**src/sv/afr_pkg.sv**
```systemverilog
// shared constants, tables and types of the allpass and delay network reverb
package afr_pkg;

	localparam int AP_MAX_DELAY_DEF   = 4096;
	localparam int FDN_MAX_DELAY_DEF  = 32768;
	localparam int ALLPASS_STAGES_DEF = 4;
	localparam int SAMPLE_BITS_DEF    = 24;
	localparam int NET_LINES          = 4;
	localparam int IDX_BITS           = 3;

	localparam logic [9:0]  AP_TABLE   [4] = '{10'd225, 10'd556, 10'd441, 10'd341};
	localparam logic [12:0] NET_TABLE  [4] = '{13'd3771, 13'd4587, 13'd5297, 13'd6121};
	localparam logic [15:0] GAIN_TABLE [8] = '{16'd16384, 16'd19661, 16'd22938, 16'd26214,
		16'd29491, 16'd32768, 16'd36045, 16'd39322};

	localparam logic [15:0] ROOM_MIN  = 16'd3277;
	localparam logic [15:0] ROOM_MAX  = 16'd32768;
	localparam logic [14:0] DAMP_MAX  = 15'd32440;
	localparam logic [15:0] WET_MAX   = 16'd32768;
	localparam logic [17:0] SR_MIN    = 18'd8000;
	localparam logic [16:0] RATE_BASE = 17'd44100;
	localparam logic [16:0] FB_DIV    = 17'd100;
	localparam logic [6:0]  FB_MUL    = 7'd84;
	localparam logic [5:0]  FB_HALF   = 6'd50;

	// reciprocals: floor(2^47 / 44100) and floor(2^32 / 100)
	localparam logic [31:0] RCP_RATE    = 32'd3191326266;
	localparam int          RCP_RATE_SH = 47;
	localparam logic [31:0] RCP_FB      = 32'd42949672;
	localparam int          RCP_FB_SH   = 32;

	typedef enum logic [1:0] {
		REG_ROOM = 2'd0,
		REG_DAMP = 2'd1,
		REG_WET  = 2'd2,
		REG_RATE = 2'd3
	} reg_idx_t;

	typedef struct packed {
		logic [15:0] room;
		logic [14:0] damp;
		logic [15:0] wet;
		logic [17:0] sr;
	} cfg_t;

	typedef enum logic [4:0] {
		OP_NONE     = 5'd0,
		OP_CLR      = 5'd1,
		OP_LOAD     = 5'd2,
		OP_AP_RD    = 5'd3,
		OP_AP_MUL1  = 5'd4,
		OP_AP_WR    = 5'd5,
		OP_AP_MUL2  = 5'd6,
		OP_AP_S     = 5'd7,
		OP_NET_RD   = 5'd8,
		OP_NET_MUL1 = 5'd9,
		OP_NET_MUL2 = 5'd10,
		OP_NET_LP   = 5'd11,
		OP_HAD      = 5'd12,
		OP_FB_MUL   = 5'd13,
		OP_NET_WR   = 5'd14,
		OP_MIX1     = 5'd15,
		OP_MIX2     = 5'd16,
		OP_MIX_OUT  = 5'd17
	} op_t;

	typedef struct packed {
		op_t                 op;
		logic [IDX_BITS-1:0] idx;
	} cmd_t;

endpackage

```
**src/sv/afr_regs.sv**
```systemverilog
// apb configuration registers with clamped working values
module afr_regs
	import afr_pkg::*;
(
	input  logic        clk,
	input  logic        arst_n,
	input  logic        psel,
	input  logic        penable,
	input  logic        pwrite,
	input  logic [3:0]  paddr,
	input  logic [31:0] pwdata,
	output logic [31:0] prdata,
	output logic        pready,
	output cfg_t        cfg,
	output logic        cfg_wr
);

	logic [15:0] room_q;
	logic [14:0] damp_q;
	logic [15:0] wet_q;
	logic [17:0] sr_q;
	reg_idx_t    ridx;

	assign ridx   = reg_idx_t'(paddr[3:2]);
	assign pready = 1'b1;
	assign cfg_wr = psel & penable & pwrite;

	always_ff @(posedge clk or negedge arst_n) begin
		if (!arst_n) begin
			room_q <= 16'd16384;
			damp_q <= 15'd16384;
			wet_q  <= 16'd9830;
			sr_q   <= 18'd44100;
		end else if (cfg_wr) begin
			case (ridx)
				REG_ROOM: room_q <= pwdata[15:0];
				REG_DAMP: damp_q <= pwdata[14:0];
				REG_WET:  wet_q  <= pwdata[15:0];
				REG_RATE: sr_q   <= pwdata[17:0];
				default:  room_q <= room_q;
			endcase
		end
	end

	always_comb begin
		case (ridx)
			REG_ROOM: prdata = {16'd0, room_q};
			REG_DAMP: prdata = {17'd0, damp_q};
			REG_WET:  prdata = {16'd0, wet_q};
			REG_RATE: prdata = {14'd0, sr_q};
			default:  prdata = 32'd0;
		endcase
	end

	always_comb begin
		cfg.room = (room_q < ROOM_MIN) ? ROOM_MIN : ((room_q > ROOM_MAX) ? ROOM_MAX : room_q);
		cfg.damp = (damp_q > DAMP_MAX) ? DAMP_MAX : damp_q;
		cfg.wet  = (wet_q > WET_MAX) ? WET_MAX : wet_q;
		cfg.sr   = (sr_q < SR_MIN) ? SR_MIN : sr_q;
	end

endmodule

```
**config.mk**
```make
export PLATFORM = sky130hd
export DESIGN_NAME = afr_regs
export DESIGN_NICKNAME = d
export VERILOG_FILES = /design/src/sv/afr_pkg.sv /design/src/sv/afr_regs.sv
export SDC_FILE = /design/constraint.sdc
export NUM_CORES = 1
export LEC_CHECK = 0
export BUFFER_PORTS_ARGS = -buffer_cell sky130_fd_sc_hd__buf_2
export CORE_MARGIN = 3
export CORE_UTILIZATION = 53
export CTS_CLUSTER_SIZE = 16
export DETAILED_ROUTE_END_ITERATION = 16
export PLACE_DENSITY = 0.82
export SYNTH_ARGS = -nofsm -noshare
export SYNTH_HDL_FRONTEND = slang
export SYNTH_SLANG_ARGS = --single-unit
export TNS_END_PERCENT = 10
```
**constraint.sdc**
```tcl
create_clock -name clk -period 2.9 [get_ports clk]
set_input_delay 0.435 -clock clk [delete_from_list [all_inputs] [get_ports clk]]
set_output_delay 0.435 -clock clk [all_outputs]
set_load 0.1 [all_outputs]
```
==> flow_metrics.py <==
metrics = {
    "detailed_routing": {
        "drtIter0Drc": 133,
        "vias": 2797,
        "dr.pass1.iters": 7,
        "wirelength_um": 9600,
        "vias_per_cell": 5.62,
        "final_antenna_net_count": 0,
        "drc_errors": 0,
        "wl_per_cell_um": 19.3,
    },
    "timing": {
        "min_period_ns": 2.83,
        "worst_pin_slew_ns": 0.829,
        "final_max_slew_viol_count": 0,
        "fin_skew_ns": 0,
        "fmax_mhz": 353,
        "grt_setup_unrepaired": "no",
        "finalHoldViolations": 0,
        "fin_crit_sh_pct": 97.7,
        "finalSetupTns_ns": 0,
        "holdWs_ns": 0.267,
        "slew_headroom_pct": 44.7,
        "finalSetupViolations": 0,
    },
    "critical_path": {
        "crit_fanout": 8,
        "reg2reg_slack_ns": 1.89,
        "criticalPathCategory": "register to primary output",
        "cp.required_ns": 2.47,
        "cp.arrival_ns": 2.40,
        "cp-end-kind": "primary output",
        "worstSetupEndpoint": "cfg[5]",
        "start_kind": "register",
        "reg2reg_depth": 1,
        "worstSetupStartpoint": "sr_q[10]",
        "crit_family": "compound AO/OA/AOI/OAI gates",
        "crit_slowest_cell": "dfstp_2",
        "worst-path-stages": 4,
        "timing.rr.start": "wet_q[15]",
        "path_buf_inv": 1,
        "max_stage_delay_ns": 0.56,
        "r2r-end": "wet_q[15]",
        "path_cells": "and3_1, o2111ai_1, a21boi_0, buf_2",
    },
    "global_routing": {
        "overflow": 0,
        "grt_pass1_vias": 2895,
        "grt_usage_pct": 23.9,
        "antenna_found_initial": 0,
        "grt_max_degree": 66,
        "grt_pass1_wl_um": 15200,
    },
    "clock_tree": {
        "path_clk_slew_ns": 0.07,
        "htreeDepth": 3,
        "cts.sinks": 65,
        "cts_resized": 0,
        "cts_tree": "done",
        "clock_latency_ns": 0.33,
        "cts_root_buf": "clkbuf_8",
        "cts_setup_buffers": 0,
        "clk_path_buf_depth": 2,
        "holdBufCountCts": 0,
        "numCtsBuffers": 9,
    },
    "die": {
        "die_w_um": 89.8,
        "fp.dieH_um": 89.8,
        "die_area_um2": 8060,
        "num_rows": 29,
        "initial_core_util_pct": 56.6,
        "fp.coreArea_um2": 6570,
        "pin_count": 140,
    },
    "logic_synthesis": {
        "synth_area_um2": 3720,
        "synth-main-ff-cell": "dfrtp_1",
        "ys_warn_count": 0,
        "synth_seq_area_share_pct": 44.2,
        "synth_cell_types": 42,
        "ys_async_sr_fraction_pct": 100,
        "ys_ff_latch": 65,
        "postSynthCellCount": 299,
        "syn-mean-instance-area_um2": 12.4,
        "synth_edf_count": 0,
    },
    "placed_design": {
        "dpl.hpwl_um": 6790,
        "place_congestion": 0.927,
        "portBuffers": 108,
    },
    "hold_path": {
        "hold_class": "input port to async pin",
    },
    "cells_and_area": {
        "drive_gt1_share_pct": 59.3,
        "nets": 441,
        "n_antenna_cell": 0,
        "syn2layout_area_growth_pct": 20.5,
    },
    "outcome": {
        "status": "completed",
    },
    "flow_run": {
        "cap_violations": 0,
    },
}
-- sequential cells by signal, indices dropped and copies added, names as in the netlist --
name / cells
damp_q: 15
room_q: 16
sr_q: 18
wet_q: 16
-- worst min path at each step --
stage / end / slack, ns / cells past startpoint / start
after global placement: sr_q[5] / 0.51 / 1 / sr_q[5]
after CTS: wet_q[14] / 0.28 / 2 / arst_n
after floorplan: damp_q[0] / 0.14 / 0 / arst_n
after global routing: sr_q[1] / 0.32 / 2 / arst_n
final: sr_q[1] / 0.27 / 2 / arst_n
after detailed placement: sr_q[1] / 0.51 / 1 / sr_q[1]
-- cells in the mapped netlist, drive strengths merged (5+ instances only) --
master  number  share of area (%)
a211oi       5                1.0
a21boi       8                1.6
mux4        15                9.1
and3         5               0.84
mux2        65                 21
dfrtp       50                 34
nor4         6                1.0
nor2b       18                3.0
inv         17                1.7
buf         25                5.0
o22ai        5               0.84
dfstp       15                 11
or2          6                1.0
clkbuf      15                1.5
-- through the flow --
| step | worst slack (ns) | cell area, µm² | utilization, % | std cells |
|---|---|---|---|---|
| after floorplan | -0.879 | 3770 | - | 312 |
| after global placement | 0.498 | 4260 | 64.9 | 482 |
| after detailed placement | 0.470 | 4260 | 64.9 | 482 |
| after CTS | 0.0844 | 4470 | 68.0 | 498 |
| after global routing | 0.0120 | 4480 | 68.2 | 498 |
| final | 0.0664 | 4480 | 68.2 | 498 |
-- cells in the final DEF (no fill, tap or decap), types with 2 or more instances in the layout --
master | netlist | layout
mux2_4 | 10 | 10
nand3_1 | 2 | 2
or2_2 | 6 | 6
nor2b_1 | 18 | 18
a22o_1 | 2 | 2
bufinv_16 | 0 | 2
nand4_1 | 2 | 2
buf_2 | 7 | 103
conb_1 | 2 | 15
clkbuf_4 | 0 | 5
a31o_2 | 4 | 4
mux4_2 | 15 | 15
buf_4 | 16 | 8
nor3_1 | 2 | 2
inv_1 | 17 | 17
clkbuf_8 | 0 | 9
nor4_1 | 6 | 6
mux2_2 | 55 | 55
and3_1 | 5 | 5
a211oi_1 | 5 | 5
a41oi_1 | 2 | 2
clkbuf_1 | 15 | 4
o211ai_1 | 2 | 2
a21boi_0 | 8 | 8
dfstp_2 | 15 | 15
nor2_1 | 3 | 2
nor2_2 | 1 | 2
o22ai_1 | 5 | 5
dfrtp_1 | 50 | 50
a21o_1 | 3 | 3
nand2_1 | 4 | 4
a31oi_1 | 4 | 4
-- per-layer routing --
layer | vias to the layer above | GRT usage, % | part of all wire, %
met5 | - | 0 | 0
met4 | 0 | 7.66 | 0.83
met3 | 8 | 6.76 | 10
met2 | 155 | 38.6 | 49
met1 | 1380 | 31.5 | 40
li1 | 1254 | - | -
-- layout make-up --
class | count | area [µm²]
Sequential cell | 65 | 1650
Timing Repair Buffer | 117 | 633
Inverter | 17 | 63.8
Fill cell | 490 | 2090
Multi-Input combinational cell | 190 | 1820
Tap cell | 93 | 116
Clock inverter | 3 | 65.1
Clock buffer | 13 | 139
-- kinds of logic (layout without fill, tap and decap cells) --
kind of cell	after synthesis	in the layout	synth area share, %
muxes	81	81	30.0
and+or+nand+nor	55	55	9.18
buffers and inverters	57	150	8.24
DFF	65	65	44.2
other	2	15	0.202
AOI/OAI and AO/OA	39	39	8.11
Power is left out: the tool's default activity adds up to more than one toggle a clock period on the data nets, which glitch-free logic cannot reach.
