File: src/sv/afr_pkg.sv
// shared constants, tables and types of the allpass and delay network reverb
package afr_pkg;

	localparam int AP_MAX_DELAY_DEF   = 4096;
	localparam int FDN_MAX_DELAY_DEF  = 32768;
	localparam int ALLPASS_STAGES_DEF = 4;
	localparam int SAMPLE_BITS_DEF    = 24;
	localparam int NET_LINES          = 4;
	localparam int IDX_BITS           = 3;

	localparam logic [9:0]  AP_TABLE   [4] = '{10'd225, 10'd556, 10'd441, 10'd341};
	localparam logic [12:0] NET_TABLE  [4] = '{13'd3771, 13'd4587, 13'd5297, 13'd6121};
	localparam logic [15:0] GAIN_TABLE [8] = '{16'd16384, 16'd19661, 16'd22938, 16'd26214,
		16'd29491, 16'd32768, 16'd36045, 16'd39322};

	localparam logic [15:0] ROOM_MIN  = 16'd3277;
	localparam logic [15:0] ROOM_MAX  = 16'd32768;
	localparam logic [14:0] DAMP_MAX  = 15'd32440;
	localparam logic [15:0] WET_MAX   = 16'd32768;
	localparam logic [17:0] SR_MIN    = 18'd8000;
	localparam logic [16:0] RATE_BASE = 17'd44100;
	localparam logic [16:0] FB_DIV    = 17'd100;
	localparam logic [6:0]  FB_MUL    = 7'd84;
	localparam logic [5:0]  FB_HALF   = 6'd50;

	// reciprocals: floor(2^47 / 44100) and floor(2^32 / 100)
	localparam logic [31:0] RCP_RATE    = 32'd3191326266;
	localparam int          RCP_RATE_SH = 47;
	localparam logic [31:0] RCP_FB      = 32'd42949672;
	localparam int          RCP_FB_SH   = 32;

	typedef enum logic [1:0] {
		REG_ROOM = 2'd0,
		REG_DAMP = 2'd1,
		REG_WET  = 2'd2,
		REG_RATE = 2'd3
	} reg_idx_t;

	typedef struct packed {
		logic [15:0] room;
		logic [14:0] damp;
		logic [15:0] wet;
		logic [17:0] sr;
	} cfg_t;

	typedef enum logic [4:0] {
		OP_NONE     = 5'd0,
		OP_CLR      = 5'd1,
		OP_LOAD     = 5'd2,
		OP_AP_RD    = 5'd3,
		OP_AP_MUL1  = 5'd4,
		OP_AP_WR    = 5'd5,
		OP_AP_MUL2  = 5'd6,
		OP_AP_S     = 5'd7,
		OP_NET_RD   = 5'd8,
		OP_NET_MUL1 = 5'd9,
		OP_NET_MUL2 = 5'd10,
		OP_NET_LP   = 5'd11,
		OP_HAD      = 5'd12,
		OP_FB_MUL   = 5'd13,
		OP_NET_WR   = 5'd14,
		OP_MIX1     = 5'd15,
		OP_MIX2     = 5'd16,
		OP_MIX_OUT  = 5'd17
	} op_t;

	typedef struct packed {
		op_t                 op;
		logic [IDX_BITS-1:0] idx;
	} cmd_t;

endpackage

File: src/sv/afr_len.sv
// delay length and feedback gain calculation by reciprocal multiplication
module afr_len
	import afr_pkg::*;
#(
	parameter int AP_MAX_DELAY   = AP_MAX_DELAY_DEF,
	parameter int FDN_MAX_DELAY  = FDN_MAX_DELAY_DEF,
	parameter int ALLPASS_STAGES = ALLPASS_STAGES_DEF,
	localparam int APLW = $clog2(AP_MAX_DELAY + 1),
	localparam int NLW  = $clog2(FDN_MAX_DELAY + 1)
) (
	input  logic            clk,
	input  logic            arst_n,
	input  logic            start,
	input  cfg_t            cfg,
	output logic [APLW-1:0] ap_len [ALLPASS_STAGES],
	output logic [NLW-1:0]  net_len [NET_LINES],
	output logic [14:0]     fb,
	output logic            done
);

	localparam int NJ  = ALLPASS_STAGES + NET_LINES + 1;
	localparam int JW  = $clog2(NJ);
	localparam int AIW = (ALLPASS_STAGES > 1) ? $clog2(ALLPASS_STAGES) : 1;

	typedef enum logic [5:0] {
		LP_MUL1  = 6'b000001,
		LP_MUL2  = 6'b000010,
		LP_RCP   = 6'b000100,
		LP_CHK   = 6'b001000,
		LP_STORE = 6'b010000,
		LP_DONE  = 6'b100000
	} lphase_t;

	lphase_t         phase_q;
	logic [JW-1:0]   job_q;
	logic [28:0]     a_q;
	logic [31:0]     num_q;
	logic [16:0]     qt_q;
	logic [31:0]     rem_q;
	logic [APLW-1:0] ap_len_q [ALLPASS_STAGES];
	logic [NLW-1:0]  net_len_q [NET_LINES];
	logic [14:0]     fb_q;

	logic            is_ap, is_net, by_rate;
	logic [1:0]      nj;
	logic [AIW-1:0]  aj;
	logic [46:0]     prod;
	logic [31:0]     rcp;
	logic [63:0]     mprod;
	logic [16:0]     divisor, qt_c, qf;
	logic [31:0]     q;

	always_comb begin
		is_ap   = 32'(job_q) < ALLPASS_STAGES;
		is_net  = !is_ap && (32'(job_q) < ALLPASS_STAGES + NET_LINES);
		by_rate = is_ap || is_net;
		nj      = 2'(job_q - JW'(ALLPASS_STAGES));
		aj      = job_q[AIW-1:0];
		prod    = 47'(a_q * cfg.sr);
		divisor = by_rate ? RATE_BASE : FB_DIV;
		rcp     = by_rate ? RCP_RATE : RCP_FB;
		mprod   = 64'(num_q) * 64'(rcp);
		qt_c    = by_rate ? 17'(mprod >> RCP_RATE_SH) : 17'(mprod >> RCP_FB_SH);
		qf      = (rem_q >= 32'(divisor)) ? qt_q + 17'd1 : qt_q;
		q       = (qf == 17'd0) ? 32'd1 : 32'(qf);
	end

	always_ff @(posedge clk or negedge arst_n) begin
		if (!arst_n) begin
			phase_q <= LP_MUL1;
			job_q   <= '0;
		end else if (start) begin
			phase_q <= LP_MUL1;
			job_q   <= '0;
		end else begin
			case (phase_q)
				LP_MUL1: phase_q <= LP_MUL2;
				LP_MUL2: phase_q <= LP_RCP;
				LP_RCP:  phase_q <= LP_CHK;
				LP_CHK:  phase_q <= LP_STORE;
				LP_STORE: begin
					if (32'(job_q) == NJ - 1) begin
						phase_q <= LP_DONE;
					end else begin
						job_q   <= job_q + 1'b1;
						phase_q <= LP_MUL1;
					end
				end
				LP_DONE: phase_q <= LP_DONE;
				default: phase_q <= LP_DONE;
			endcase
		end
	end

	always_ff @(posedge clk) begin
		case (phase_q)
			LP_MUL1: begin
				if (is_ap) begin
					a_q <= 29'(AP_TABLE[job_q[1:0]]);
				end else if (is_net) begin
					a_q <= 29'(NET_TABLE[nj] * cfg.room);
				end else begin
					a_q <= 29'(cfg.room * FB_MUL + FB_HALF);
				end
			end
			LP_MUL2: begin
				if (is_ap) begin
					num_q <= 32'(prod);
				end else if (is_net) begin
					num_q <= 32'(prod >> 15);
				end else begin
					num_q <= 32'(a_q);
				end
			end
			LP_RCP: qt_q <= qt_c;
			LP_CHK: rem_q <= num_q - 32'(qt_q * divisor);
			LP_STORE: begin
				if (is_ap) begin
					ap_len_q[aj] <= (q > 32'(AP_MAX_DELAY)) ? APLW'(AP_MAX_DELAY) : APLW'(q);
				end else if (is_net) begin
					net_len_q[nj] <= (q > 32'(FDN_MAX_DELAY)) ? NLW'(FDN_MAX_DELAY) : NLW'(q);
				end else begin
					fb_q <= 15'(qf);
				end
			end
			default: fb_q <= fb_q;
		endcase
	end

	assign ap_len  = ap_len_q;
	assign net_len = net_len_q;
	assign fb      = fb_q;
	assign done    = (phase_q == LP_DONE);

endmodule

File: config.mk
export PLATFORM = sky130hd
export DESIGN_NAME = afr_len
export DESIGN_NICKNAME = d
export VERILOG_FILES = /design/src/sv/afr_pkg.sv /design/src/sv/afr_len.sv
export SDC_FILE = /design/constraint.sdc
export NUM_CORES = 2
export LEC_CHECK = 0
export BUFFER_PORTS_ARGS = -buffer_cell sky130_fd_sc_hd__buf_2
export CORE_MARGIN = 3
export CORE_UTILIZATION = 57
export DETAILED_ROUTE_END_ITERATION = 8
export PLACE_DENSITY = 0.85
export SKIP_LAST_GASP = 1
export SLEW_MARGIN = 20
export SYNTH_ARGS = -nofsm -noshare
export SYNTH_HDL_FRONTEND = slang
export SYNTH_SLANG_ARGS = --single-unit
File: constraint.sdc
create_clock -name clk -period 8.3 [get_ports clk]
set_clock_uncertainty 0.05 [all_clocks]
set_input_delay 1.245 -clock clk [delete_from_list [all_inputs] [get_ports clk]]
set_output_delay 1.245 -clock clk [all_outputs]
set_load 0.01 [all_outputs]
==> results.py <==
metrics = {
    "clock_tree": {
        "cts_made_buffers": 27,
        "cts_root_buffer": "clkbuf_16",
        "numClockSinks": 249,
        "clk_pin_slew_ns": 0.07,
        "cts_buffer_depth": 3,
        "htreeDepth": 1,
        "cts_tree": "done",
        "worstSkewPairLatency_ns": 0.61,
    },
    "critical_path": {
        "critical_path_class": "reg -> reg",
        "crit_path_top_delay_cell": "edfxtp_1",
        "end_kind": "register",
        "path_depth": 27,
        "rr_worst_depth": 27,
        "start_kind": "register",
        "critPathArrivalTime_ns": 8.48,
        "critPathTopFamily": "adder cells",
        "critical_path_required_ns": 8.59,
        "crit_path_max_fanout": 7,
        "path_common_cell": "fa_1",
        "critPathMaxStageDelay_ns": 0.70,
        "cp.buffers_inverters": 5,
    },
    "synthesis": {
        "synth_nets": 8955,
        "synth_cell_types": 91,
        "syn_inst": 6735,
        "synth_top_cell_area_share_pct": 39.5,
        "synth_edf_count": 239,
        "yosys_warnings": 0,
        "netlist_area_sq_mm": 0.0641,
        "ys_seq_elements": 249,
        "yosys-top-cells-count": "2003 x inv_1, 1264 x fa_1, 888 x ha_1, 562 x nand2_1, 270 x nor2_1",
        "async_flop_share_pct": 4.02,
        "ys_seq_area_share_pct": 11.6,
        "synth_area_leaders": "fa_1 39%, ha_1 17%, inv_1 12%, edfxtp_1 11%, nand2_1 3.3%",
        "synth_most_common_cell": "inv_1",
        "yosys.area.top_type": "fa_1",
        "syn_avg_cell_area_sq_um": 9.52,
        "synth_ff_type": "edfxtp_1",
    },
    "timing": {
        "hold_viol": 0,
        "fin_crit_ns": 8.19,
        "tightest_slew_ns": 1.06,
        "relSlewSlack_pct": 29.5,
        "fin_crit_sh_pct": 98.6,
        "fmax_ghz": 0.122,
        "slew_viol_final": 0,
        "setup_violations": 0,
    },
    "die": {
        "coreArea_sq_mm": 0.111,
        "dieArea_sq_mm": 0.117,
        "io_pins": 200,
        "dieHeight_microns": 341,
        "rows": 122,
        "die_w_microns": 341,
        "start_util_pct": 57.7,
    },
    "routing": {
        "drc_errors": 0,
        "route.vias.total": 47678,
        "routed_via_density": 5.61,
        "drt_first_pass_iters": 8,
        "drt_wl_total_microns": 177000,
        "drt_iter0_drc": 3869,
        "ant_nets": 0,
        "wl_per_cell_microns": 20.8,
    },
    "global_routing": {
        "grt_overflow_total": 0,
        "grt_pass1_vias": 52372,
        "grt_pass1_wl_microns": 281000,
        "track_usage_pct": 31.0,
        "grt_max_degree": 62,
        "antenna_found_initial": 6,
    },
    "layout": {
        "final_area_sq_mm": 0.0692,
        "drive_above_1_share_pct": 7.92,
        "fin_cells": 8492,
        "area_delta_synth_final_pct": 7.95,
        "layout.nets": 9196,
    },
    "placement": {
        "dp.cells": 8403,
        "place_area_sq_mm": 0.0677,
        "port_buffers": 168,
        "hpwl_microns": 150000,
        "routabilityCongestion": 1.04,
    },
    "min_path": {
        "hold_path_class": "in -> async",
    },
    "status": {
        "status": "completed",
    },
    "run": {
        "drv_cap": 0,
    },
}
## sequential cells by signal (all words and copies together) (netlist names)
signal	flops
rem_q	30
num_q	32
qt_q	17
a_q	29
fb	15
net_len	64
job_q	4
ap_len	52
phase_q	6
## metal layers
metal  routed length (microns)  share of wire, %  vias to the layer above  track usage, %
li1                          -                 -                    20782               -
met1                     63800                36                    23725            38.1
met2                     84500                48                     2530            51.8
met3                     18100                10                      639            7.06
met4                     10700               6.0                        2            14.8
met5                        13            0.0073                        -               0
## cell type report
class	instances	area (sq um)
tap	1488	1860
multi-input combinational	4283	48600
antenna	8	20.0
inverter	2005	7560
clock buffer	30	697
clock inverter	19	248
fill	8588	41900
sequential	249	7430
timing repair buffer	410	2790
## metrics by stage
stage | worst slack, ns | util [%] | hold WS [ns] | TNS, ns
final | 0.113 | 62.3 | 0.447 | 0
after global routing | -0.0508 | 62.3 | 0.445 | -0.125
after CTS | 0.00654 | 61.8 | 0.439 | 0
after detailed placement | -0.0399 | 60.9 | 0.551 | -0.0399
after global placement | 0.0469 | 60.9 | 0.540 | 0
after floorplan | 0.126 | - | 0.491 | 0
## worst reg2reg max path: stages (launching register included)
cell	delay, ns
edfxtp_1	0.70
nand2_1	0.25
xnor2_1	0.19
ha_1	0.19
nand2b_1	0.18
fa_1	0.51
inv_1	0.06
fa_1	0.40
fa_1	0.55
inv_1	0.06
fa_1	0.54
fa_1	0.43
fa_1	0.49
inv_1	0.05
fa_1	0.58
inv_1	0.07
ha_1	0.37
nand4_1	0.16
or3_4	0.36
or3_1	0.34
o32ai_2	0.15
buf_4	0.20
o211a_1	0.19
o311a_1	0.21
nand3_1	0.13
a31oi_2	0.20
mux2i_1	0.22
o211ai_1	0.11
## cell families (layout without fill, tap and decap cells)
group                    count (synthesis)  count (layout)  synth area share (%)
flip-flops                             249             249                  11.6
XOR/XNOR                               210             210                  2.87
AND/OR/NAND/NOR                       1327            1327                  9.74
multiplexers                            26              26                 0.410
other                                    0               8                     0
buffers and inverters                 2203            2464                  12.9
AO/OA/AOI/OAI                          568             568                  5.67
adder cells (fa/ha/maj)               2152            2152                  56.8
## worst paths after layout
check / startpoint / to / slack [ns]
setup / recovery: num_q[4]$_DFFE_PP_ / qt_q[14]$_DFFE_PN_ / 0.11
hold / removal: arst_n / job_q[0]$_DFFE_PN0P_ / 0.45
setup reg to reg: num_q[4]$_DFFE_PP_ / qt_q[14]$_DFFE_PN_ / 0.11
hold reg to reg: phase_q[0]$_DFF_PN1_ / phase_q[1]$_DFF_PN0_ / 0.60
max in group asynchronous: arst_n / phase_q[0]$_DFF_PN1_ / 7.50
min in group clk: phase_q[0]$_DFF_PN1_ / phase_q[1]$_DFF_PN0_ / 0.60
## cell usage in the layout, fill, tap and decap left out, drive strengths merged, types with 25 or more instances in the layout
cell type / Yosys / layout
a21oi: 167 / 167
nor3: 31 / 31
nand2b: 56 / 56
ha: 888 / 888
a21o: 87 / 87
clkbuf: 175 / 33
nand3: 47 / 47
nor2: 271 / 271
xnor2: 144 / 144
buf: 23 / 407
edfxtp: 239 / 239
and3: 25 / 25
fa: 1264 / 1264
o21a: 26 / 26
nor2b: 36 / 36
and2: 192 / 192
nand2: 562 / 562
o21ai: 114 / 114
nand4: 38 / 38
xor2: 66 / 66
inv: 2004 / 2005
## what timing repair did
action / CTS / global route
setup endpoints to repair: 2 / 17
gates cloned: 0 / 3
pin swaps: 0 / 9
gates resized for setup: 5 / 69
hold buffers: 0 / 0
setup buffers: 0 / 29
Power is left out: the tool's default activity adds up to more than one toggle a clock period on the data nets, which glitch-free logic cannot reach.
