$ cat config.mk
export PLATFORM = sky130hd
export DESIGN_NAME = afr_ctrl
export DESIGN_NICKNAME = d
export VERILOG_FILES = /design/src/sv/afr_pkg.sv /design/src/sv/afr_ctrl.sv
export SDC_FILE = /design/constraint.sdc
export NUM_CORES = 1
export LEC_CHECK = 0
export ABC_CLOCK_PERIOD_IN_PS = 2500
export BUFFER_PORTS_ARGS = -buffer_cell sky130_fd_sc_hd__buf_4
export CAP_MARGIN = 20
export CORE_AREA = 3 3 72 74
export CTS_CLUSTER_DIAMETER = 80
export DETAILED_ROUTE_END_ITERATION = 12
export DIE_AREA = 0 0 75 77
export PLACE_DENSITY = 0.73
export SYNTH_ARGS = -nofsm -noshare
export SYNTH_HDL_FRONTEND = slang
export SYNTH_SLANG_ARGS = --single-unit
export TNS_END_PERCENT = 5
$ cat constraint.sdc
create_clock -name clk -period 2.5 [get_ports clk]
set_input_delay 0.375 -clock clk [delete_from_list [all_inputs] [get_ports clk]]
set_output_delay 0.375 -clock clk [all_outputs]
set_load 0.03 [all_outputs]
$ cat src/sv/afr_pkg.sv
// shared constants, tables and types of the allpass and delay network reverb
package afr_pkg;

	localparam int AP_MAX_DELAY_DEF   = 4096;
	localparam int FDN_MAX_DELAY_DEF  = 32768;
	localparam int ALLPASS_STAGES_DEF = 4;
	localparam int SAMPLE_BITS_DEF    = 24;
	localparam int NET_LINES          = 4;
	localparam int IDX_BITS           = 3;

	localparam logic [9:0]  AP_TABLE   [4] = '{10'd225, 10'd556, 10'd441, 10'd341};
	localparam logic [12:0] NET_TABLE  [4] = '{13'd3771, 13'd4587, 13'd5297, 13'd6121};
	localparam logic [15:0] GAIN_TABLE [8] = '{16'd16384, 16'd19661, 16'd22938, 16'd26214,
		16'd29491, 16'd32768, 16'd36045, 16'd39322};

	localparam logic [15:0] ROOM_MIN  = 16'd3277;
	localparam logic [15:0] ROOM_MAX  = 16'd32768;
	localparam logic [14:0] DAMP_MAX  = 15'd32440;
	localparam logic [15:0] WET_MAX   = 16'd32768;
	localparam logic [17:0] SR_MIN    = 18'd8000;
	localparam logic [16:0] RATE_BASE = 17'd44100;
	localparam logic [16:0] FB_DIV    = 17'd100;
	localparam logic [6:0]  FB_MUL    = 7'd84;
	localparam logic [5:0]  FB_HALF   = 6'd50;

	// reciprocals: floor(2^47 / 44100) and floor(2^32 / 100)
	localparam logic [31:0] RCP_RATE    = 32'd3191326266;
	localparam int          RCP_RATE_SH = 47;
	localparam logic [31:0] RCP_FB      = 32'd42949672;
	localparam int          RCP_FB_SH   = 32;

	typedef enum logic [1:0] {
		REG_ROOM = 2'd0,
		REG_DAMP = 2'd1,
		REG_WET  = 2'd2,
		REG_RATE = 2'd3
	} reg_idx_t;

	typedef struct packed {
		logic [15:0] room;
		logic [14:0] damp;
		logic [15:0] wet;
		logic [17:0] sr;
	} cfg_t;

	typedef enum logic [4:0] {
		OP_NONE     = 5'd0,
		OP_CLR      = 5'd1,
		OP_LOAD     = 5'd2,
		OP_AP_RD    = 5'd3,
		OP_AP_MUL1  = 5'd4,
		OP_AP_WR    = 5'd5,
		OP_AP_MUL2  = 5'd6,
		OP_AP_S     = 5'd7,
		OP_NET_RD   = 5'd8,
		OP_NET_MUL1 = 5'd9,
		OP_NET_MUL2 = 5'd10,
		OP_NET_LP   = 5'd11,
		OP_HAD      = 5'd12,
		OP_FB_MUL   = 5'd13,
		OP_NET_WR   = 5'd14,
		OP_MIX1     = 5'd15,
		OP_MIX2     = 5'd16,
		OP_MIX_OUT  = 5'd17
	} op_t;

	typedef struct packed {
		op_t                 op;
		logic [IDX_BITS-1:0] idx;
	} cmd_t;

endpackage

$ cat src/sv/afr_ctrl.sv
// sequencer for clearing and per-word processing steps
module afr_ctrl
	import afr_pkg::*;
#(
	parameter int ALLPASS_STAGES = ALLPASS_STAGES_DEF,
	parameter int CLR_DEPTH      = 131072,
	localparam int CAW = $clog2(CLR_DEPTH)
) (
	input  logic           clk,
	input  logic           arst_n,
	input  logic           in_valid,
	output logic           in_ready,
	output logic           out_valid,
	input  logic           out_ready,
	input  logic           cfg_wr,
	input  logic           len_done,
	output cmd_t           cmd,
	output logic [CAW-1:0] clr_addr
);

	typedef enum logic [16:0] {
		ST_CLEAR    = 17'b00000000000000001,
		ST_IDLE     = 17'b00000000000000010,
		ST_AP_RD    = 17'b00000000000000100,
		ST_AP_MUL1  = 17'b00000000000001000,
		ST_AP_WR    = 17'b00000000000010000,
		ST_AP_MUL2  = 17'b00000000000100000,
		ST_AP_S     = 17'b00000000001000000,
		ST_NET_RD   = 17'b00000000010000000,
		ST_NET_MUL1 = 17'b00000000100000000,
		ST_NET_MUL2 = 17'b00000001000000000,
		ST_NET_LP   = 17'b00000010000000000,
		ST_HAD      = 17'b00000100000000000,
		ST_FB_MUL   = 17'b00001000000000000,
		ST_NET_WR   = 17'b00010000000000000,
		ST_MIX1     = 17'b00100000000000000,
		ST_MIX2     = 17'b01000000000000000,
		ST_MIX_OUT  = 17'b10000000000000000
	} state_t;

	state_t              state_q, state_d;
	logic [IDX_BITS-1:0] idx_q, idx_d;
	logic [CAW-1:0]      cnt_q;
	logic                clr_done_q;
	logic                out_valid_q;
	logic                out_free;

	assign out_free = !out_valid_q || out_ready;
	assign in_ready = (state_q == ST_IDLE);

	always_comb begin
		state_d = state_q;
		idx_d   = idx_q;
		cmd.op  = OP_NONE;
		cmd.idx = idx_q;
		case (state_q)
			ST_CLEAR: begin
				cmd.op = OP_CLR;
				if (clr_done_q && len_done) begin
					state_d = ST_IDLE;
				end
			end
			ST_IDLE: begin
				if (in_valid) begin
					cmd.op  = OP_LOAD;
					idx_d   = '0;
					state_d = ST_AP_RD;
				end
			end
			ST_AP_RD: begin
				cmd.op  = OP_AP_RD;
				state_d = ST_AP_MUL1;
			end
			ST_AP_MUL1: begin
				cmd.op  = OP_AP_MUL1;
				state_d = ST_AP_WR;
			end
			ST_AP_WR: begin
				cmd.op  = OP_AP_WR;
				state_d = ST_AP_MUL2;
			end
			ST_AP_MUL2: begin
				cmd.op  = OP_AP_MUL2;
				state_d = ST_AP_S;
			end
			ST_AP_S: begin
				cmd.op = OP_AP_S;
				if (32'(idx_q) == ALLPASS_STAGES - 1) begin
					idx_d   = '0;
					state_d = ST_NET_RD;
				end else begin
					idx_d   = idx_q + 1'b1;
					state_d = ST_AP_RD;
				end
			end
			ST_NET_RD: begin
				cmd.op  = OP_NET_RD;
				state_d = ST_NET_MUL1;
			end
			ST_NET_MUL1: begin
				cmd.op  = OP_NET_MUL1;
				state_d = ST_NET_MUL2;
			end
			ST_NET_MUL2: begin
				cmd.op  = OP_NET_MUL2;
				state_d = ST_NET_LP;
			end
			ST_NET_LP: begin
				cmd.op = OP_NET_LP;
				if (32'(idx_q) == NET_LINES - 1) begin
					idx_d   = '0;
					state_d = ST_HAD;
				end else begin
					idx_d   = idx_q + 1'b1;
					state_d = ST_NET_RD;
				end
			end
			ST_HAD: begin
				cmd.op  = OP_HAD;
				state_d = ST_FB_MUL;
			end
			ST_FB_MUL: begin
				cmd.op  = OP_FB_MUL;
				state_d = ST_NET_WR;
			end
			ST_NET_WR: begin
				cmd.op = OP_NET_WR;
				if (32'(idx_q) == NET_LINES - 1) begin
					idx_d   = '0;
					state_d = ST_MIX1;
				end else begin
					idx_d   = idx_q + 1'b1;
					state_d = ST_FB_MUL;
				end
			end
			ST_MIX1: begin
				cmd.op  = OP_MIX1;
				state_d = ST_MIX2;
			end
			ST_MIX2: begin
				cmd.op  = OP_MIX2;
				state_d = ST_MIX_OUT;
			end
			ST_MIX_OUT: begin
				if (out_free) begin
					cmd.op  = OP_MIX_OUT;
					state_d = ST_IDLE;
				end
			end
			default: state_d = ST_CLEAR;
		endcase
		if (cfg_wr) begin
			state_d = ST_CLEAR;
		end
	end

	always_ff @(posedge clk or negedge arst_n) begin
		if (!arst_n) begin
			state_q     <= ST_CLEAR;
			idx_q       <= '0;
			cnt_q       <= '0;
			clr_done_q  <= 1'b0;
			out_valid_q <= 1'b0;
		end else begin
			state_q <= state_d;
			idx_q   <= idx_d;
			if (cfg_wr) begin
				cnt_q      <= '0;
				clr_done_q <= 1'b0;
			end else if (state_q == ST_CLEAR && !clr_done_q) begin
				if (cnt_q == CAW'(CLR_DEPTH - 1)) begin
					clr_done_q <= 1'b1;
				end else begin
					cnt_q <= cnt_q + 1'b1;
				end
			end
			if (cmd.op == OP_MIX_OUT) begin
				out_valid_q <= 1'b1;
			end else if (out_ready) begin
				out_valid_q <= 1'b0;
			end
		end
	end

	assign out_valid = out_valid_q;
	assign clr_addr  = cnt_q;

endmodule

==> results.md, run 1 <==
* Clock period minus worst slack at 2.70 ns
* Final Cycle Share at 1.08
* Failing checks: setup timing
* FF+latch area at 978 sq um
* Syn avg cell area at 8.96 sq um
* Status: finished with violations
* Worst-margin pin slew at 0.510 ns
* Arr. time, crit path at 2.33 ns
* Power Density at 624 nW/um^2
* Comb pwr share at 0.401
* Final worst slack at -0.201 ns
* Inst Count DP at 372
* Largest net degree at the start of global routing at 40
* P_sw at 0.000749 W
* Metal2 WL at 2880 um
* Skew-Pair Late Insertion Delay at 0.30 ns
* Core Footprint at 4660 sq um
* Max VDD drop at 0.000459 V
* First-pass DRT Iterations at 4
* Synthesized flop and latch total at 39
* Area Overhead vs Synth at 34.3%
* GRT overflow at 0
* Via count at 2280
* Clk root buf: clkbuf_8
* Fmax achieved at 370 MHz
* Htree depth at 2
* Clock sinks at 39
* CP Data Required Time at 2.12 ns
* GRT Total Usage at 0.233
* Yosys warns at 0
* DRC viols at 0
* Syn nets at 269
* Number of antenna diodes at 0
* Worst Path Max Fanout at 3
* Number of antenna violations at the first check in global routing at 0
* Final Slew Violations at 0
* Worst-path clk slew at 0.09 ns
* Slowest CP cell: or4_4
* Synth Cell Area at 2330 sq um
* LEAKAGE at 1.45 nW
* Vias in the first global route at 2192
* RSZ-0062 raised after global routing: true
* Startpoint Class: flop
* GPL Wtd Cong at 0.953
* Seq pwr share at 0.379
* Fin. Hold Viols at 0
* Via-to-Cell Ratio at 5.91
* Metal-1 WL at 2960 um
* Num CTS Buffers at 5
* Final Setup Violations at 5
* Switch share at 0.384
* DP HPWL at 4360 um
* CTS tree: done
* Internal power at 0.00120 W
* Max clock buf depth at 2
* Clock network power share at 0.220
* Total Nets Final at 340
* Max Used Layer: met4
* Share of cells above drive strength 1 at 0.328
* Reg-to-Reg End: clr_addr[9]
* Post-synth cell types at 49
* Area of the multi-input gates at 1370 sq um
* Remaining antenna violation count at 0
* Worst r2r path cells at 7
* Finished Layout Cells at 386
* WL final at 6240 um
* Filler cell count at 389
* Die H at 77 um
* Clock skew at 0.0127 ns
* Register area share after synthesis at 0.420
* Type of the worst setup path: reg2out
* FF-to-FF Start: state_q[10]
* Die width at 75 um
* First-pass GRT wire length at 10400 um
* Slowest stage delay, CP at 0.60 ns
* DR WL/cell at 16.2 um
* Die area at 5780 sq um
* Setup WS pre-CTS at 0.0592 ns
* Ports at 33
* Max Cap Violations at 0
* Drt initial violations at 189
* Row Count at 25
* Number of port buffers at 32
* Post-CTS Hold Buffers at 0
* Cell Chain, Critical Path: or4_4 -> nor4_4 -> nand3_1 -> o211a_1 -> nand4_1 -> buf_6
* R2R setup slack at 0.04 ns
* Cells after Synth at 260
* Met3 WL at 270 um
* Core Util, Final at 0.671
* Hold Path Class: in2async
* Max-slew headroom at 0.660
* Starting density of the core at 0.500
* CP Capture Type: primary output
-- area by class of cell --
| type | count | share of cell area |
|---|---|---|
| multi-input cells | 200 | 0.439 |
| flip-flops and latches | 39 | 0.313 |
| repair buffers | 74 | 0.186 |
| clock buffers | 6 | 0.0232 |
| well taps | 54 | 0.0216 |
| inverters | 11 | 0.0132 |
| clock inverters | 2 | 0.00400 |
-- state kept, by name, indices dropped and copies added (netlist names) --
register / cells
clr_done_q: 1
out_valid: 1
state_q: 17
idx_q: 3
clr_addr: 17
-- per-stage QoR --
step                power [W]  instance area [sq um]  hold WS [ns]  TNS (ns)
floorplan             0.00120                   2330        0.0794    -0.267
global placement      0.00146                   2860         0.383         0
detailed placement    0.00147                   2860         0.385         0
CTS                   0.00194                   3060        0.0578    -0.614
global route          0.00207                   3130        0.0793     -1.53
finish                0.00195                   3130        0.0392    -0.840
-- critical path: cells and delay by family (launching register included) --
family,cells,cell delay [ns]
and+or+nand+nor,4,1.21
DFF,1,0.43
AOI/OAI and AO/OA,1,0.22
buffers and inverters,1,0.15
-- cells in the final DEF, fill, tap and decap left out, types with 2 or more instances in the layout --
master    netlist  final
a21oi_1        19     16
nor4_1          8      3
nand3b_1        5      5
nor4_4          2      6
xnor2_1         3      3
nor2b_1         6      6
o21ai_0         9      8
nand4_1        10     10
nand3_1        13     12
nor2_1         31     31
nor4_2          1      2
o31ai_1         4      4
ha_1            3      3
a21oi_2         1      4
xor2_1          7      7
dfrtp_1        38     37
or3_1           9      8
a21boi_1        1      2
nand2_1        16     16
buf_6           1      7
nand4_4         2      2
or4_4           1      3
inv_1          11     11
nand2b_1        5      5
nor3_1         10      9
clkbuf_8        0      5
or4_1           9      7
o211ai_1        2      2
mux2_1          3      3
or2_2           2      2
buf_4           0     67
-- Yosys cell counts (all sizes together) --
cell type / n / area (sq um)
dfrtp: 38 / 951
nor2: 31 / 116
a21oi: 20 / 104
nand2: 16 / 60.1
nand3: 13 / 65.1
nand4: 12 / 105
inv: 11 / 41.3
nor4: 11 / 105
nor3: 10 / 50.1
o21ai: 10 / 50.0
or4: 10 / 78.8
or3: 9 / 56.3
clkbuf: 8 / 30.0
xor2: 7 / 61.3
nor2b: 6 / 37.5
nand2b: 5 / 31.3
nand3b: 5 / 37.5
o31ai: 4 / 30.0
a21boi: 3 / 22.5
ha: 3 / 37.5
mux2: 3 / 33.8
xnor2: 3 / 26.3
buf: 2 / 16.3
o211ai: 2 / 15.0
or2: 2 / 12.5
or4b: 2 / 20.0
a211o: 1 / 8.76
a21o: 1 / 7.51
a2bb2oi: 1 / 8.76
a311oi: 1 / 8.76
a32o: 1 / 10.0
a32oi: 1 / 8.76
and2: 1 / 6.26
and3: 1 / 6.26
dfstp: 1 / 26.3
nand4b: 1 / 8.76
nor4b: 1 / 8.76
o211a: 1 / 10.0
o22ai: 1 / 6.26
o31a: 1 / 8.76
-- worst max path at each step --
stage                startpoint     end  slack, ns
floorplan            state_q[5]  cmd[7]      -0.05
global placement    state_q[12]  cmd[4]       0.03
detailed placement  state_q[12]  cmd[4]       0.06
CTS                 state_q[10]  cmd[3]      -0.14
global route        state_q[11]  cmd[4]      -0.28
finish              state_q[10]  cmd[3]      -0.20
-- routing by layer --
| layer | up-vias | GRT usage |
|---|---|---|
| met1 | 1100 | 0.342 |
| met4 | 0 | 0.0872 |
| met5 | - | 0 |
| met2 | 66 | 0.333 |
| met3 | 13 | 0.0498 |
| li1 | 1101 | - |
-- cell families (layout without fill, tap and decap cells) --
group | count (synthesis) | in the layout | share of synthesized area
adder cells (fa/ha/maj) | 3 | 3 | 0.0161
multiplexers | 3 | 3 | 0.0145
XOR/XNOR | 10 | 10 | 0.0376
flip-flops | 39 | 39 | 0.420
AO/OA/AOI/OAI | 48 | 48 | 0.128
buffers and inverters | 21 | 93 | 0.0376
AND/OR/NAND/NOR | 136 | 136 | 0.346
-- repair_timing --
action                     CTS  global route
pin swaps                    9             8
buffers inserted             5             1
setup endpoints to repair    6            13
resized for setup           17            12
-- power by group through the flow --
stage | Sequential [W] | Clock, W | Combinational (W)
after global placement | 0.000749 | 0 | 0.000716
after detailed placement | 0.000749 | 0 | 0.000722
final | 0.000740 | 0.000429 | 0.000782
after global routing | 0.000748 | 0.000471 | 0.000856
after floorplan | 0.000781 | 0 | 0.000417
after CTS | 0.000738 | 0.000444 | 0.000755
Power figures use the tool's default switching activity.
==> inputs of run 2 (changes only) <==
ABC_AREA = 1   (was unset)
CORE_AREA = 3 3 74 76   (was 3 3 72 74)
DIE_AREA = 0 0 77 79   (was 0 0 75 77)
PLACE_DENSITY = 0.74   (was 0.73)
RECOVER_POWER = 100   (was unset)
SETUP_SLACK_MARGIN = 0.1   (was unset)
==> results.md, run 2 <==
* Status: finished, final reports clean
* Core Util, Final at 0.583 (-0.0876)
* Clock sinks at 39 (unchanged)
* Synth Cell Area at 2530 sq um (+8.5%)
* Drt initial violations at 92 (-51%)
* Core Footprint at 4790 sq um (+2.7%)
* R2R setup slack at 0.25 ns (+0.21 ns)
* RSZ-0062 raised after global routing: true
* Die area at 6080 sq um (+5.3%)
* Clock network power share at 0.277 (+0.057)
* Yosys warns at 0 (unchanged)
* Commonest cells post-synth: nand2_1 (55), dfrtp_1 (38), inv_1 (38), nor2_1 (36), nand3_1 (25)
* Setup TNS at 0 ns (+0.840 ns)
* EDFF count, synth at 0 (unchanged)
* Largest net degree at the start of global routing at 40 (unchanged)
* Reg-to-Reg End: clr_addr[14]
* Total Nets Final at 361 (+6.2%)
* GPL Wtd Cong at 0.972 (+2.0%)
* FF-to-FF Start: clr_addr[0]
* Worst Path Max Fanout at 10 (+7)
* GRT overflow at 0 (unchanged)
* Max-slew headroom at 0.666 (+0.00565)
* Final Cycle Share at 0.928 (-0.153)
* Ports at 33 (unchanged)
* Most common cell after layout, fill and taps aside: nand2_1
* Vias in the first global route at 2176 (-0.73%)
* Register area share after synthesis at 0.387 (-0.0330)
* Number of antenna violations at the first check in global routing at 0 (unchanged)
* GR Util met3 at 0.0408 (-0.00899)
* Hold Path Class: in2async
* Skew-Pair Late Insertion Delay at 0.30 ns (about the same)
* Count leader, synth: nand2_1
* Slowest CP cell: dfrtp_1
* Predominant post-synthesis flop cell: dfrtp_1
* Row Count at 25 (unchanged)
* CP Data Required Time at 2.12 ns (about the same)
* Async set or reset register ratio after synthesis at 1.00 (unchanged)
* Arr. time, crit path at 1.94 ns (-0.39 ns)
* Power Density at 714 nW/um^2 (+14%)
* P_sw at 0.000797 W (+6.4%)
* CP Capture Type: primary output
* WHS at 0.0385 ns (-0.000699 ns)
* Die width at 77 um (+2.7%)
* Cells after Synth at 316 (+22%)
* GRT Total Usage at 0.208 (-0.0245)
* Htree depth at 2 (unchanged)
* Leading area contributor after synthesis: dfrtp_1
* Internal power at 0.00120 W (-0.61%)
* Final Slew Violations at 0 (unchanged)
* Starting density of the core at 0.528 (+0.0285)
* Max Cap Violations at 0 (unchanged)
* First-pass GRT wire length at 10200 um (-1.7%)
* Via count at 2211 (-3.0%)
* DR WL/cell at 13.8 um (-14%)
* LEAKAGE at 1.39 nW (-4.5%)
* Fin. Hold Viols at 0 (unchanged)
* Worst-path clk slew at 0.08 ns (about the same)
* DP HPWL at 4380 um (+0.48%)
* Max clock buf depth at 2 (unchanged)
* Slowest stage delay, CP at 0.41 ns (-0.19 ns)
* Remaining antenna violation count at 0 (unchanged)
* Met2 Resource Use GR at 0.354 (+0.0209)
* Number of antenna diodes at 0 (unchanged)
* Seq pwr share at 0.368 (-0.011)
* Max VDD drop at 0.000331 V (-28%)
* CTS tree: done
* Area Overhead vs Synth at 10.4%
* Switch share at 0.400 (+0.0162)
* Gr busiest metal: met2
* Post-synth top area share at 0.376 (-0.0321)
* Startpoint Class: flop
* WL final at 5820 um (-6.8%)
* GR Util met1 at 0.265 (-0.0765)
* Num CTS Buffers at 5 (unchanged)
* Ranking of synthesized cells by area: dfrtp_1 (38%), nand2_1 (8.2%), inv_1 (5.6%), nor2_1 (5.3%), nand3_1 (5.0%)
* Die H at 79 um (+2.6%)
* Clock period minus worst slack at 2.32 ns (-0.381 ns)
* Type of the worst setup path: reg2out
* Post-synth cell types at 35 (-29%)
* Cell Chain, Critical Path: nor2_1 -> nand2_2 -> nor2_8 -> nand2_2 -> inv_1 -> a21oi_1 -> nand4_1 -> clkbuf_2
* Via-to-Cell Ratio at 5.26 (-11%)
* First-pass DRT Iterations at 5 (+1)
* Synthesized flop and latch total at 39 (unchanged)
* Syn nets at 325 (+21%)
* DRC viols at 0 (unchanged)
* Most frequent cells in the layout: nand2_1 (56), nor2_1 (46), inv_1 (39)
* Clock skew at 0.0100 ns (-0.00269 ns)
* Worst-margin pin slew at 0.501 ns (-0.00847 ns)
* Final Setup Violations at 0 (-5)
* Worst r2r path cells at 12 (+5)
* Syn avg cell area at 8.00 sq um (-11%)
* Fmax achieved at 431 MHz (+16%)
* Clk root buf: clkbuf_8
* Comb pwr share at 0.355 (-0.046)
* Number of port buffers at 32 (unchanged)
* Most frequent cell on the critical path: nand2_2
* Share of cells above drive strength 1 at 0.184 (-0.144)
## run 2: power groups by stage
stage,logic [W],clock network (W),registers [W]
floorplan,0.000561,0,0.000800
global placement,0.000768,0,0.000743
detailed placement,0.000778,0,0.000745
CTS,0.000781,0.000569,0.000733
global route,0.000793,0.000599,0.000745
finish,0.000707,0.000552,0.000733
## run 2: routing by layer
metal / wire [um] / up-vias
met2: 2820 / 61
li1: - / 1091
met1: 2650 / 1047
met5: 0 / -
met4: 110 / 0
met3: 238 / 12
## run 2: logic make-up after synthesis
logic type | synth area share
AOI/OAI and AO/OA | 0.0619
and+or+nand+nor | 0.431
xor gates and xnor gates | 0.0243
buffers and inverters | 0.0812
DFF | 0.387
adders and majority gates | 0.0149
## run 2: worst max-delay path: cells and delay by family (launching register included)
kind / cells / cell delay, ns
AO/OA/AOI/OAI: 1 / 0.10
buffers and inverters: 2 / 0.37
flip-flops: 1 / 0.41
AND/OR/NAND/NOR: 5 / 0.77
## run 2: repair_timing
| item | in CTS | in global routing |
|---|---|---|
| hold buffers | 0 | 0 |
| endpoints found under the setup margin | 0 | 4 |
| resized for setup | 0 | 1 |
| setup buffers | 0 | 0 |
## run 2: worst max-delay path by stage
| stage | cells past startpoint | slack [ns] | endpoint | start |
|---|---|---|---|---|
| 2_1_floorplan | 13 | 0.21 | clr_addr[5] | clr_addr[0] |
| 3_5_place_dp | 12 | 0.28 | clr_addr[14] | clr_addr[0] |
| 3_3_place_gp | 12 | 0.39 | clr_addr[7] | clr_addr[0] |
| 5_1_grt | 8 | 0.06 | cmd[4] | state_q[10] |
| 6_report | 8 | 0.18 | cmd[4] | state_q[10] |
| 4_1_cts | 9 | 0.16 | cmd[5] | state_q[0] |
## run 2: area by class of cell
cell class	count	area (sq um)
inverters	43	161
flip-flops and latches	39	977
clock buffers	6	82.6
fillers	499	1990
repair buffers	33	164
clock inverters	2	35.0
multi-input cells	230	1290
well taps	67	83.8
## run 2: per-stage QoR
step,instance area [sq um],power [W],cells,setup WS (ns)
detailed placement,2820,0.00152,412,0.276
global route,2790,0.00214,420,0.0600
floorplan,2530,0.00136,316,0.209
finish,2790,0.00199,420,0.180
CTS,2930,0.00208,420,0.163
global placement,2820,0.00151,412,0.389
